### src/sv/vpa_pkg.sv
// Types and constants shared by the variable partition allocator.
// No dependencies.
`default_nettype none
package vpa_pkg;
    // address width of holes and job blocks, fixed by the 16-bit ports
    localparam int ADDR_BITS = 16;

    localparam logic [2:0] ST_OK        = 3'd0;
    localparam logic [2:0] ST_NO_FIT    = 3'd1;
    localparam logic [2:0] ST_ID_USED   = 3'd2;
    localparam logic [2:0] ST_UNKNOWN   = 3'd3;
    localparam logic [2:0] ST_TABLE_FULL = 3'd4;

    localparam logic [1:0] REG_FIT_POLICY = 2'd0;
    localparam logic [1:0] REG_MIN_REM    = 2'd1;
    localparam logic [1:0] REG_MEM_SIZE   = 2'd2;

    localparam logic [1:0] FIT_FIRST = 2'd0;
    localparam logic [1:0] FIT_NEXT  = 2'd1;
    localparam logic [1:0] FIT_BEST  = 2'd2;

    localparam logic MODE_ALLOC = 1'b0;
    localparam logic MODE_FREE  = 1'b1;

    localparam logic [15:0] MIN_REM_RESET  = 16'd4;
    localparam logic [15:0] MEM_SIZE_RESET = 16'hFFFF;

    // controller -> datapath
    typedef struct packed {
        logic init;       // rebuild the table from memory_size
        logic load;       // capture the request word
        logic scan_start; // reset the scan index
        logic scan_step;  // examine hole at scan index, advance
        logic do_alloc;   // commit the chosen hole
        logic free_eval;  // latch neighbour flags at scan index
        logic free_merge; // apply the merge into the neighbouring holes
        logic shift_step; // one entry of a shift
        logic free_done;  // finish a free (insert or close up)
    } vpa_cmd_t;

    // datapath -> controller
    typedef struct packed {
        logic is_free;
        logic id_bad;
        logic id_valid;
        logic scan_last;   // scan index reached its end
        logic scan_stop;   // first/next fit found a hole
        logic have_hole;
        logic pos_found;   // free position search finished
        logic shift_left;  // free needs a left shift (both neighbours)
        logic shift_right; // free needs a right shift (insert)
        logic no_shift;    // merge or nothing to do
        logic full;
        logic shift_last;
    } vpa_sts_t;
endpackage
`default_nettype wire

### src/sv/variable_partition_allocator.sv
// Variable partition allocator: 16-entry address-ordered hole table.
// Allocate walks the hole table by scan index; free searches the position and, when the
// table must shift, shifts it one entry per cycle; one request at a time.
// Reset (synchronous, aresetn low): one hole [0, 65535), no jobs, first fit.
// A memory_size write rebuilds the table from the written size.
`default_nettype none
module variable_partition_allocator #(
    parameter int HOLE_ENTRIES = 16,
    parameter int JOB_SLOTS    = 16
) (
    input  wire logic        aclk,
    input  wire logic        aresetn,
    input  wire logic        cfg_valid,
    output logic             cfg_ready,
    input  wire logic [1:0]  cfg_index,
    input  wire logic [15:0] cfg_data,
    input  wire logic        s_valid,
    output logic             s_ready,
    input  wire logic        s_mode,
    input  wire logic [3:0]  s_job_id,
    input  wire logic [15:0] s_req_size,
    output logic             m_valid,
    input  wire logic        m_ready,
    output logic [2:0]       m_status,
    output logic [15:0]      m_block_start,
    output logic [15:0]      m_block_len
);
    logic [1:0]  fit_reg;
    logic [15:0] minr_reg;
    logic        cfg_we, cfg_init;
    logic        res_load, req_free;
    logic [2:0]  res_status;
    logic [15:0] res_start, res_size;
    logic        ctl_valid;
    logic        m_valid_block;
    vpa_pkg::vpa_cmd_t cmd;
    vpa_pkg::vpa_sts_t sts;

    assign cfg_ready = 1'b1;
    assign cfg_we    = cfg_valid && cfg_ready;
    assign cfg_init  = cfg_we && (cfg_index == vpa_pkg::REG_MEM_SIZE);

    always_ff @(posedge aclk) begin
        if (!aresetn) begin
            fit_reg   <= vpa_pkg::FIT_FIRST;
            minr_reg  <= vpa_pkg::MIN_REM_RESET;
        end else if (cfg_we) begin
            unique case (cfg_index)
                vpa_pkg::REG_FIT_POLICY: fit_reg   <= (cfg_data[1:0] == 2'd3) ?
                                                      vpa_pkg::FIT_FIRST : cfg_data[1:0];
                vpa_pkg::REG_MIN_REM:    minr_reg  <= cfg_data;
                default: ;
            endcase
        end
    end

    vpa_ctrl u_ctrl (
        .aclk(aclk), .aresetn(aresetn), .s_valid(s_valid && !m_valid_block),
        .s_ready(ctl_valid), .res_load(res_load), .res_free(req_free),
        .cfg_init(cfg_init), .cmd(cmd), .sts(sts), .res_status(res_status)
    );

    // no new word while the output register holds a result that is not being taken
    assign m_valid_block = m_valid && !m_ready;
    assign s_ready = ctl_valid && !m_valid_block;

    vpa_dp #(
        .HOLE_ENTRIES(HOLE_ENTRIES), .JOB_SLOTS(JOB_SLOTS)
    ) u_dp (
        .aclk(aclk), .aresetn(aresetn), .cmd(cmd), .sts(sts),
        .fit_policy(fit_reg), .min_remainder(minr_reg), .memory_size(cfg_data),
        .s_mode(s_mode), .s_job_id(s_job_id), .s_req_size(s_req_size),
        .req_free(req_free), .res_start(res_start), .res_size(res_size)
    );

    always_ff @(posedge aclk) begin
        if (!aresetn) begin
            m_valid <= 1'b0;
        end else if (res_load) begin
            m_valid <= 1'b1;
        end else if (m_ready) begin
            m_valid <= 1'b0;
        end
    end

    always_ff @(posedge aclk) begin
        if (res_load) begin
            m_status      <= res_status;
            m_block_start <= res_start;
            m_block_len   <= res_size;
        end
    end

    assert property (@(posedge aclk) disable iff (!aresetn)
        (m_valid && !m_ready) |=> m_valid)
        else $error("result word dropped");
    assert property (@(posedge aclk) disable iff (!aresetn)
        res_load |-> !(m_valid && !m_ready))
        else $error("result overwritten");
    assert property (@(posedge aclk) disable iff (!aresetn)
        (s_valid && s_ready) |-> !m_valid_block)
        else $error("word taken while output stalled");
endmodule
`default_nettype wire

### src/sv/vpa_ctrl.sv
// Request sequencer of the allocator.
// Depends on vpa_pkg.
`default_nettype none
module vpa_ctrl (
    input  wire logic             aclk,
    input  wire logic             aresetn,
    input  wire logic             s_valid,
    output logic                  s_ready,
    output logic                  res_load,
    input  wire logic             res_free,
    input  wire logic             cfg_init,
    output vpa_pkg::vpa_cmd_t     cmd,
    input  wire vpa_pkg::vpa_sts_t sts,
    output logic [2:0]            res_status
);
    typedef enum logic [6:0] {
        S_IDLE  = 7'b0000001,
        S_CHECK = 7'b0000010,
        S_SCAN  = 7'b0000100,
        S_FPOS  = 7'b0001000,
        S_FEVAL = 7'b0010000,
        S_SHIFT = 7'b0100000,
        S_WAIT  = 7'b1000000
    } state_t;

    state_t state_reg, state_next;
    logic [2:0] status_reg, status_next;

    assign s_ready    = (state_reg == S_IDLE) && !cfg_init;
    assign res_status = status_reg;

    always_comb begin
        state_next  = state_reg;
        status_next = status_reg;
        cmd         = '0;
        res_load    = 1'b0;
        cmd.init    = cfg_init;
        unique case (state_reg)
            S_IDLE: begin
                if (s_valid && s_ready) begin
                    cmd.load   = 1'b1;
                    state_next = S_CHECK;
                end
            end
            S_CHECK: begin
                cmd.scan_start = 1'b1;
                if (sts.id_bad) begin
                    status_next = vpa_pkg::ST_UNKNOWN;
                    state_next  = S_WAIT;
                end else if (!sts.is_free && sts.id_valid) begin
                    status_next = vpa_pkg::ST_ID_USED;
                    state_next  = S_WAIT;
                end else if (sts.is_free && !sts.id_valid) begin
                    status_next = vpa_pkg::ST_UNKNOWN;
                    state_next  = S_WAIT;
                end else if (sts.is_free) begin
                    state_next = S_FPOS;
                end else begin
                    state_next = S_SCAN;
                end
            end
            S_SCAN: begin
                if (sts.scan_stop || sts.scan_last) begin
                    if (sts.have_hole || sts.scan_stop) begin
                        cmd.do_alloc = 1'b1;
                        status_next  = vpa_pkg::ST_OK;
                    end else begin
                        status_next = vpa_pkg::ST_NO_FIT;
                    end
                    state_next = S_WAIT;
                end else begin
                    cmd.scan_step = 1'b1;
                end
            end
            S_FPOS: begin
                if (sts.pos_found) begin
                    cmd.free_eval = 1'b1;
                    state_next    = S_FEVAL;
                end else begin
                    cmd.scan_step = 1'b1;
                end
            end
            S_FEVAL: begin
                status_next = vpa_pkg::ST_OK;
                if (sts.no_shift) begin
                    cmd.free_merge = 1'b1;
                    cmd.free_done  = 1'b1;
                    state_next     = S_WAIT;
                end else if (sts.shift_right && sts.full) begin
                    status_next = vpa_pkg::ST_TABLE_FULL;
                    state_next  = S_WAIT;
                end else begin
                    cmd.free_merge = 1'b1;
                    state_next     = S_SHIFT;
                end
            end
            S_SHIFT: begin
                if (sts.shift_last) begin
                    cmd.free_done = 1'b1;
                    state_next    = S_WAIT;
                end else begin
                    cmd.shift_step = 1'b1;
                end
            end
            S_WAIT: begin
                res_load   = 1'b1;
                state_next = S_IDLE;
            end
            default: state_next = S_IDLE;
        endcase
    end

    always_ff @(posedge aclk) begin
        if (!aresetn) begin
            state_reg  <= S_IDLE;
            status_reg <= vpa_pkg::ST_OK;
        end else begin
            state_reg  <= state_next;
            status_reg <= status_next;
        end
    end

    assert property (@(posedge aclk) disable iff (!aresetn)
        (state_reg == S_SHIFT) |-> res_free)
        else $error("shift outside free");
    assert property (@(posedge aclk) disable iff (!aresetn)
        res_load |=> (state_reg == S_IDLE))
        else $error("result load not followed by idle");
    assert property (@(posedge aclk) disable iff (!aresetn)
        (s_ready && s_valid) |=> (state_reg == S_CHECK))
        else $error("accepted word not checked");
endmodule
`default_nettype wire

### src/sv/vpa_dp.sv
// Hole table, job table and scan datapath of the allocator.
// Depends on vpa_pkg.
`default_nettype none
module vpa_dp #(
    parameter int HOLE_ENTRIES = 16,
    parameter int JOB_SLOTS    = 16
) (
    input  wire logic                   aclk,
    input  wire logic                   aresetn,
    input  wire vpa_pkg::vpa_cmd_t      cmd,
    output vpa_pkg::vpa_sts_t           sts,
    input  wire logic [1:0]             fit_policy,
    input  wire logic [15:0]            min_remainder,
    input  wire logic [15:0]            memory_size,
    input  wire logic                   s_mode,
    input  wire logic [3:0]             s_job_id,
    input  wire logic [15:0]            s_req_size,
    output logic                        req_free,
    output logic [15:0]                 res_start,
    output logic [15:0]                 res_size
);
    localparam int HW = $clog2(HOLE_ENTRIES);
    localparam int CW = $clog2(HOLE_ENTRIES + 1);
    localparam int JW = $clog2(JOB_SLOTS);
    localparam int AW = vpa_pkg::ADDR_BITS;

    logic [AW-1:0] hs_reg [HOLE_ENTRIES];
    logic [AW-1:0] hz_reg [HOLE_ENTRIES];
    logic [CW-1:0] cnt_reg;
    logic [HW-1:0] rover_reg;
    logic [JOB_SLOTS-1:0] jv_reg;
    logic [AW-1:0] js_mem [JOB_SLOTS];
    logic [AW-1:0] jl_mem [JOB_SLOTS];

    logic          mode_reg;
    logic [3:0]    id_reg;
    logic [15:0]   req_reg;
    logic [CW-1:0] idx_reg;      // scan step count / free position
    logic [HW-1:0] hp_reg;       // hole pointer for next fit
    logic [HW-1:0] best_reg;
    logic          have_reg;
    logic          below_reg, above_reg;
    logic [AW-1:0] fs_reg, fl_reg;
    logic [CW-1:0] sh_reg;       // shift pointer
    logic [15:0]   out_s_reg, out_z_reg;

    logic          id_bad;
    logic [JW-1:0] jidx;
    logic [HW-1:0] cur;
    logic [AW:0]   need;
    logic          fit_ok;
    logic [AW-1:0] cur_z, cur_s;
    logic [AW:0]   bend;
    logic [AW:0]   send;
    logic          zero_len;

    assign id_bad = ({28'd0, id_reg} >= JOB_SLOTS);
    assign jidx   = JW'(id_reg);
    assign cur    = (fit_policy == vpa_pkg::FIT_NEXT) ? hp_reg : HW'(idx_reg);
    assign cur_z  = hz_reg[cur];
    assign cur_s  = hs_reg[cur];
    assign need   = {1'b0, AW'(req_reg)} + {1'b0, AW'(min_remainder)};
    assign fit_ok = {1'b0, cur_z} > need;
    assign zero_len = (fl_reg == '0);

    // neighbour below is entry idx-1, above is entry idx
    logic [HW-1:0] pm1;
    assign pm1  = HW'(idx_reg - CW'(1));
    assign bend = {1'b0, hs_reg[pm1]} + {1'b0, hz_reg[pm1]};
    assign send = {1'b0, fs_reg} + {1'b0, fl_reg};

    always_comb begin
        sts          = '0;
        sts.is_free  = mode_reg;
        sts.id_bad   = id_bad;
        sts.id_valid = jv_reg[jidx];
        sts.scan_last = (idx_reg >= cnt_reg);
        sts.scan_stop = (idx_reg < cnt_reg) && fit_ok
                        && (fit_policy != vpa_pkg::FIT_BEST);
        sts.have_hole = have_reg;
        sts.pos_found = (idx_reg >= cnt_reg) || (hs_reg[HW'(idx_reg)] > fs_reg);
        sts.no_shift  = zero_len || (below_reg != above_reg);
        sts.shift_left  = !zero_len && below_reg && above_reg;
        sts.shift_right = !zero_len && !below_reg && !above_reg;
        sts.full      = (cnt_reg >= CW'(HOLE_ENTRIES));
        sts.shift_last = below_reg ? (sh_reg + CW'(1) >= cnt_reg) : (sh_reg <= idx_reg);
    end

    assign req_free  = mode_reg;
    assign res_start = out_s_reg;
    assign res_size  = out_z_reg;

    logic [HW-1:0] chosen;
    assign chosen = (fit_policy == vpa_pkg::FIT_BEST) ? best_reg : cur;

    always_ff @(posedge aclk) begin
        if (cmd.load) begin
            mode_reg <= s_mode;
            id_reg   <= s_job_id;
            req_reg  <= s_req_size;
        end
        if (cmd.scan_start) begin
            idx_reg   <= '0;
            hp_reg    <= ({1'b0, rover_reg} < cnt_reg) ? rover_reg : '0;
            have_reg  <= 1'b0;
            out_s_reg <= '0;
            out_z_reg <= '0;
            fs_reg    <= js_mem[jidx];
            fl_reg    <= jl_mem[jidx];
        end
        if (cmd.scan_step) begin
            idx_reg <= idx_reg + CW'(1);
            hp_reg  <= ({1'b0, hp_reg} + CW'(1) >= cnt_reg) ? '0 : hp_reg + HW'(1);
            if (!mode_reg && fit_ok && (!have_reg || cur_z < hz_reg[best_reg])) begin
                best_reg <= cur;
                have_reg <= 1'b1;
            end
        end
        if (cmd.do_alloc) begin
            out_s_reg <= 16'(hs_reg[chosen]);
            out_z_reg <= req_reg;
        end
        if (cmd.free_eval) begin
            below_reg <= (idx_reg != '0) && (bend == {1'b0, fs_reg});
            above_reg <= (idx_reg < cnt_reg) && (send == {1'b0, hs_reg[HW'(idx_reg)]});
        end
        if (cmd.free_done) begin
            out_s_reg <= 16'(fs_reg);
            out_z_reg <= 16'(fl_reg);
        end
        if (cmd.free_eval && !((idx_reg != '0) && (bend == {1'b0, fs_reg}))) begin
            sh_reg <= cnt_reg;
        end else if (cmd.free_eval) begin
            sh_reg <= idx_reg;
        end
        if (cmd.shift_step) begin
            sh_reg <= below_reg ? sh_reg + CW'(1) : sh_reg - CW'(1);
        end
        if (cmd.do_alloc) begin
            js_mem[jidx] <= hs_reg[chosen];
            jl_mem[jidx] <= AW'(req_reg);
        end
    end

    always_ff @(posedge aclk) begin
        if (!aresetn || cmd.init) begin
            for (int i = 0; i < HOLE_ENTRIES; i++) begin
                hs_reg[i] <= '0;
                hz_reg[i] <= (i == 0) ?
                             AW'(!aresetn ? vpa_pkg::MEM_SIZE_RESET : memory_size) : '0;
            end
            cnt_reg   <= CW'(1);
            rover_reg <= '0;
            jv_reg    <= '0;
        end else begin
            if (cmd.do_alloc) begin
                hs_reg[chosen] <= hs_reg[chosen] + AW'(req_reg);
                hz_reg[chosen] <= hz_reg[chosen] - AW'(req_reg);
                jv_reg[jidx]   <= 1'b1;
                rover_reg      <= chosen;
            end
            if (cmd.free_merge && !zero_len) begin
                if (below_reg && above_reg) begin
                    hz_reg[pm1] <= hz_reg[pm1] + fl_reg + hz_reg[HW'(idx_reg)];
                end else if (below_reg) begin
                    hz_reg[pm1] <= hz_reg[pm1] + fl_reg;
                end else if (above_reg) begin
                    hs_reg[HW'(idx_reg)] <= fs_reg;
                    hz_reg[HW'(idx_reg)] <= hz_reg[HW'(idx_reg)] + fl_reg;
                end
            end
            if (cmd.shift_step) begin
                if (below_reg) begin
                    hs_reg[HW'(sh_reg)] <= hs_reg[HW'(sh_reg + CW'(1))];
                    hz_reg[HW'(sh_reg)] <= hz_reg[HW'(sh_reg + CW'(1))];
                end else begin
                    hs_reg[HW'(sh_reg)] <= hs_reg[HW'(sh_reg - CW'(1))];
                    hz_reg[HW'(sh_reg)] <= hz_reg[HW'(sh_reg - CW'(1))];
                end
            end
            if (cmd.free_done) begin
                jv_reg[jidx] <= 1'b0;
                if (!zero_len && below_reg && above_reg) begin
                    cnt_reg <= cnt_reg - CW'(1);
                end else if (!zero_len && !below_reg && !above_reg) begin
                    hs_reg[HW'(idx_reg)] <= fs_reg;
                    hz_reg[HW'(idx_reg)] <= fl_reg;
                    cnt_reg <= cnt_reg + CW'(1);
                end
            end
        end
    end

    assert property (@(posedge aclk) disable iff (!aresetn)
        (cnt_reg != '0) && (cnt_reg <= CW'(HOLE_ENTRIES)))
        else $error("hole count out of range");
    assert property (@(posedge aclk) disable iff (!aresetn)
        cmd.do_alloc |-> !jv_reg[jidx])
        else $error("allocate over a live job");
    assert property (@(posedge aclk) disable iff (!aresetn)
        cmd.free_done |-> jv_reg[jidx])
        else $error("free of a dead job");
endmodule
`default_nettype wire
### config.mk
export PLATFORM = sky130hd
export DESIGN_NAME = variable_partition_allocator
export DESIGN_NICKNAME = d
export VERILOG_FILES = /design/src/sv/vpa_pkg.sv /design/src/sv/variable_partition_allocator.sv /design/src/sv/vpa_ctrl.sv /design/src/sv/vpa_dp.sv
export SDC_FILE = /design/constraint.sdc
export NUM_CORES = 2
export LEC_CHECK = 0
export BUFFER_PORTS_ARGS = -buffer_cell sky130_fd_sc_hd__buf_2
export CORE_ASPECT_RATIO = 0.5
export CORE_MARGIN = 8
export CORE_UTILIZATION = 48
export CTS_BUF_LIST = sky130_fd_sc_hd__clkbuf_2 sky130_fd_sc_hd__clkbuf_4 sky130_fd_sc_hd__clkbuf_8
export CTS_CLUSTER_SIZE = 10
export DETAILED_ROUTE_END_ITERATION = 16
export GPL_ROUTABILITY_DRIVEN = 0
export PLACE_DENSITY = 0.66
export RECOVER_POWER = 100
export SETUP_SLACK_MARGIN = 0.2
export SLEW_MARGIN = 40
export SYNTH_ARGS = -nofsm -noshare
export SYNTH_HDL_FRONTEND = slang
export SYNTH_SLANG_ARGS = --single-unit
### constraint.sdc
create_clock -name aclk -period 18.79 [get_ports aclk]
set_clock_uncertainty 0.1 [all_clocks]
set_input_delay 3.758 -clock aclk [delete_from_list [all_inputs] [get_ports aclk]]
set_output_delay 3.758 -clock aclk [all_outputs]
set_load 0.01 [all_outputs]
==> metrics <==
status=complete, but fails checks; violated checks=max-capacitance violations, max-slew violations; Crit path largest cell delay=2.36 ns; R2R Setup Slk=5.35 ns; Pre-Repair DR Iteration Count=7; synth-to-layout area growth=8.01%; 1st-iter DRT viols=9948; Synth async-reset ratio=0; FP Rows=104; RSZ-0062 raised after global routing=false; Post-synth EDFFs=1164; dpl ws=9.82 ns; PwrDens=105 mW/mm^2; vias in the first global route=55.4k; cell count after synthesis=5362; hold depth=0; hold path endpoint=m_block_start[13]$_DFFE_PP_; IO Count=82; first-pass GRT wire length=403000 um; Hold WC Path Type=flop to flop; initial core utilization=0.484; hold buffers post-CTS=0; CP Launch Point=fit_reg[1]$_SDFFE_PN0P_; CTS tree=yes; Clock Tree Buf Depth=3; Synth warnings=0; Sink Count=1227; root buffer cell=clkbuf_8; fmax=74.4 MHz; nets=5638; vias per inst=7.41; synthesized cell area=0.0779 mm^2; clock buffer count from CTS=179; Switch Pwr=3.37 mW; footprint of the multi-input gates=0.0397 mm^2; clock-pin transition on the worst setup and hold timing paths=0.07 ns; logic gate share of total power=0.370; R2R Path Start=fit_reg[1]$_SDFFE_PN0P_; Port Buffers=80; DIE AREA=0.176 mm^2; FF/Latch Area=0.0362 mm^2; Internal=5.43 mW; largest net degree at the start of global routing=137; drt wl/cell=37.0 um; Finished Core Util=0.522; Clk pwr share=0.250; fillers=13.2k; # setup viols final=0; vias=57.1k; fin area=0.0842 mm^2; layout cells sized above 1=0.288; Fin. Hold Viols=0; Flop pwr share=0.380; # Max-Cap Violations=58; Cell variety after synth=94; clk_lat worst skew=0.98 ns; DIE HEIGHT=301 um; Slew Limit Fails=1478; core area=0.161 mm^2; most frequent cells in the layout=edfxtp_1 (1164), mux4_2 (1035), nor2_1 (557); final WL=285000 um; Tcrit/Tclk final=0.715; initial antenna violation count=12; Tot Pwr=8.81 mW; hold_sp=u_dp.res_start[13]$_DFFE_PP_; post-synthesis net count=5624; H-tree levels=4; hpwl dp=186000 um; fin worst setup slack=5.35 ns; setup TNS=0 ns; Placed Instance Area=0.0812 mm^2; cts repair resizes=0; GRT Resource Usage Total=0.317; Slew @ Worst Pin=4.18 ns; slew margin rel.=-1.79; reg2reg path depth=19; crit-path cells=nand2b_1 -> mux2i_4 -> clkbuf_1 -> clkbuf_1 -> mux4_2 -> nand2_1 -> and3_1 -> a31oi_1 -> ha_1 -> and2_0 -> a221oi_1 -> o21ai_0 -> a2111o_1 -> nand3_1 -> a2111oi_0 -> o22ai_1 -> or2_0 -> nand2_1 -> clkbuf_1; Synth Register Bits=1227; die width=586 um; Req. time, crit path=19.18 ns; Min Clock Period, post-route=13.44 ns; R2R Path End=u_dp.hs_reg[12][3]$_SDFFCE_PN0P_; Seq/Total Area, Yosys=0.465; Pleak=28.6 nW; Top FF cell, synth=edfxtp_1; Detail Route Antenna Nets=0; Setup CP Type=flop to flop; drt drc=0; CP max-delay cell=clkbuf_1; GRT overflow=0; crit-path max FO=36; setup repair bufs after CTS=0; VDD IR max=0.0704 mV; most common cell after layout, fill and taps aside=edfxtp_1; Critical Path Most Common Cell=clkbuf_1; endpoint class of the critical path=flop; average cell area after synthesis=14.5 um^2; crit path DAT=13.83 ns; Sw Ratio=0.383; Startpoint Class=flop
## area by class of cell
cell class | count | area share
flip-flops and latches | 1227 | 0.431
diodes | 9 | 0.000268
inverters | 106 | 0.00473
well taps | 2173 | 0.0323
clock inverters | 90 | 0.00770
repair buffers | 257 | 0.0184
multi-input cells | 3605 | 0.471
clock buffers | 240 | 0.0348
## per-layer routing
metal / vias up / GRT usage / wire length (um)
li1: 21800 / - / -
met3: 1255 / 0.131 / 46300
met1: 28700 / 0.398 / 94900
met2: 5361 / 0.455 / 121000
met5: - / 0.00301 / 112
met4: 8 / 0.200 / 22700
## power groups by stage
stage	Sequential [mW]	Clock [mW]	Combinational, mW
after floorplan	3.31	0	2.08
after global placement	3.39	0	3.06
after detailed placement	3.38	0	3.16
after CTS	3.32	2.22	3.18
after global routing	3.34	2.33	3.39
final	3.34	2.20	3.26
## worst max-delay path, delay by kind of cell, from the launching register on
kind                       cells  cell delay (ns)
and+or+nand+nor                7             4.30
AOI/OAI and AO/OA              6             2.14
DFF                            1             0.69
buffers and inverters          3             4.41
muxes                          2             0.87
adders and majority gates      1             0.38
## worst max path at each step
| stage | to | slack, ns | depth (start not counted) |
|---|---|---|---|
| final | u_dp.hs_reg[12][3]$_SDFFCE_PN0P_ | 5.35 | 19 |
| after global routing | u_dp.js_mem[7][0]$_DFFE_PP_ | 4.85 | 19 |
| after CTS | u_dp.hs_reg[14][3]$_SDFFCE_PN0P_ | 9.87 | 20 |
| after detailed placement | u_dp.hz_reg[10][8]$_SDFFCE_PN0P_ | 9.82 | 10 |
| after global placement | u_dp.hs_reg[1][10]$_SDFFCE_PN0P_ | 9.42 | 10 |
| after floorplan | s_ready | 10.71 | 2 |
## through the flow
| stage | hold WS, ns | cells |
|---|---|---|
| 6_report | 0.289 | 7707 |
| 5_1_grt | 0.325 | 7700 |
| 4_1_cts | 0.300 | 7695 |
| 3_5_place_dp | 0.305 | 7365 |
| 3_3_place_gp | 0.302 | 7355 |
| 2_1_floorplan | 0.300 | 5362 |
## synthesized netlist by cell type, types with 34 or more instances
| master | instances | area [um^2] |
|---|---|---|
| clkbuf_1 | 270 | 1010 |
| buf_1 | 94 | 353 |
| xnor2_1 | 92 | 806 |
| inv_1 | 103 | 387 |
| a211oi_1 | 58 | 435 |
| nor2_2 | 46 | 288 |
| edfxtp_1 | 1164 | 35000 |
| nor2b_1 | 78 | 488 |
| a21o_1 | 51 | 383 |
| a21oi_1 | 194 | 971 |
| mux4_2 | 1035 | 23300 |
| nand3_1 | 64 | 320 |
| mux2i_1 | 84 | 841 |
| a31oi_1 | 34 | 213 |
| buf_2 | 47 | 235 |
| o21ai_0 | 114 | 571 |
| nand2b_1 | 40 | 250 |
| nand2_1 | 407 | 1530 |
| nor3_1 | 45 | 225 |
| and3_1 | 53 | 332 |
| nor2_1 | 557 | 2090 |
| dfxtp_1 | 63 | 1260 |
| ha_1 | 209 | 2620 |
| xor2_1 | 53 | 464 |
## cells by family after synthesis
family | share of synthesized area
buf+inv | 0.0272
fa+ha+maj | 0.0359
xor+xnor | 0.0166
other cells | 0.0000481
compound gates | 0.0614
mux | 0.312
flops | 0.465
simple gates | 0.0822
No activity file was read; power rests on OpenSTA's default activity.
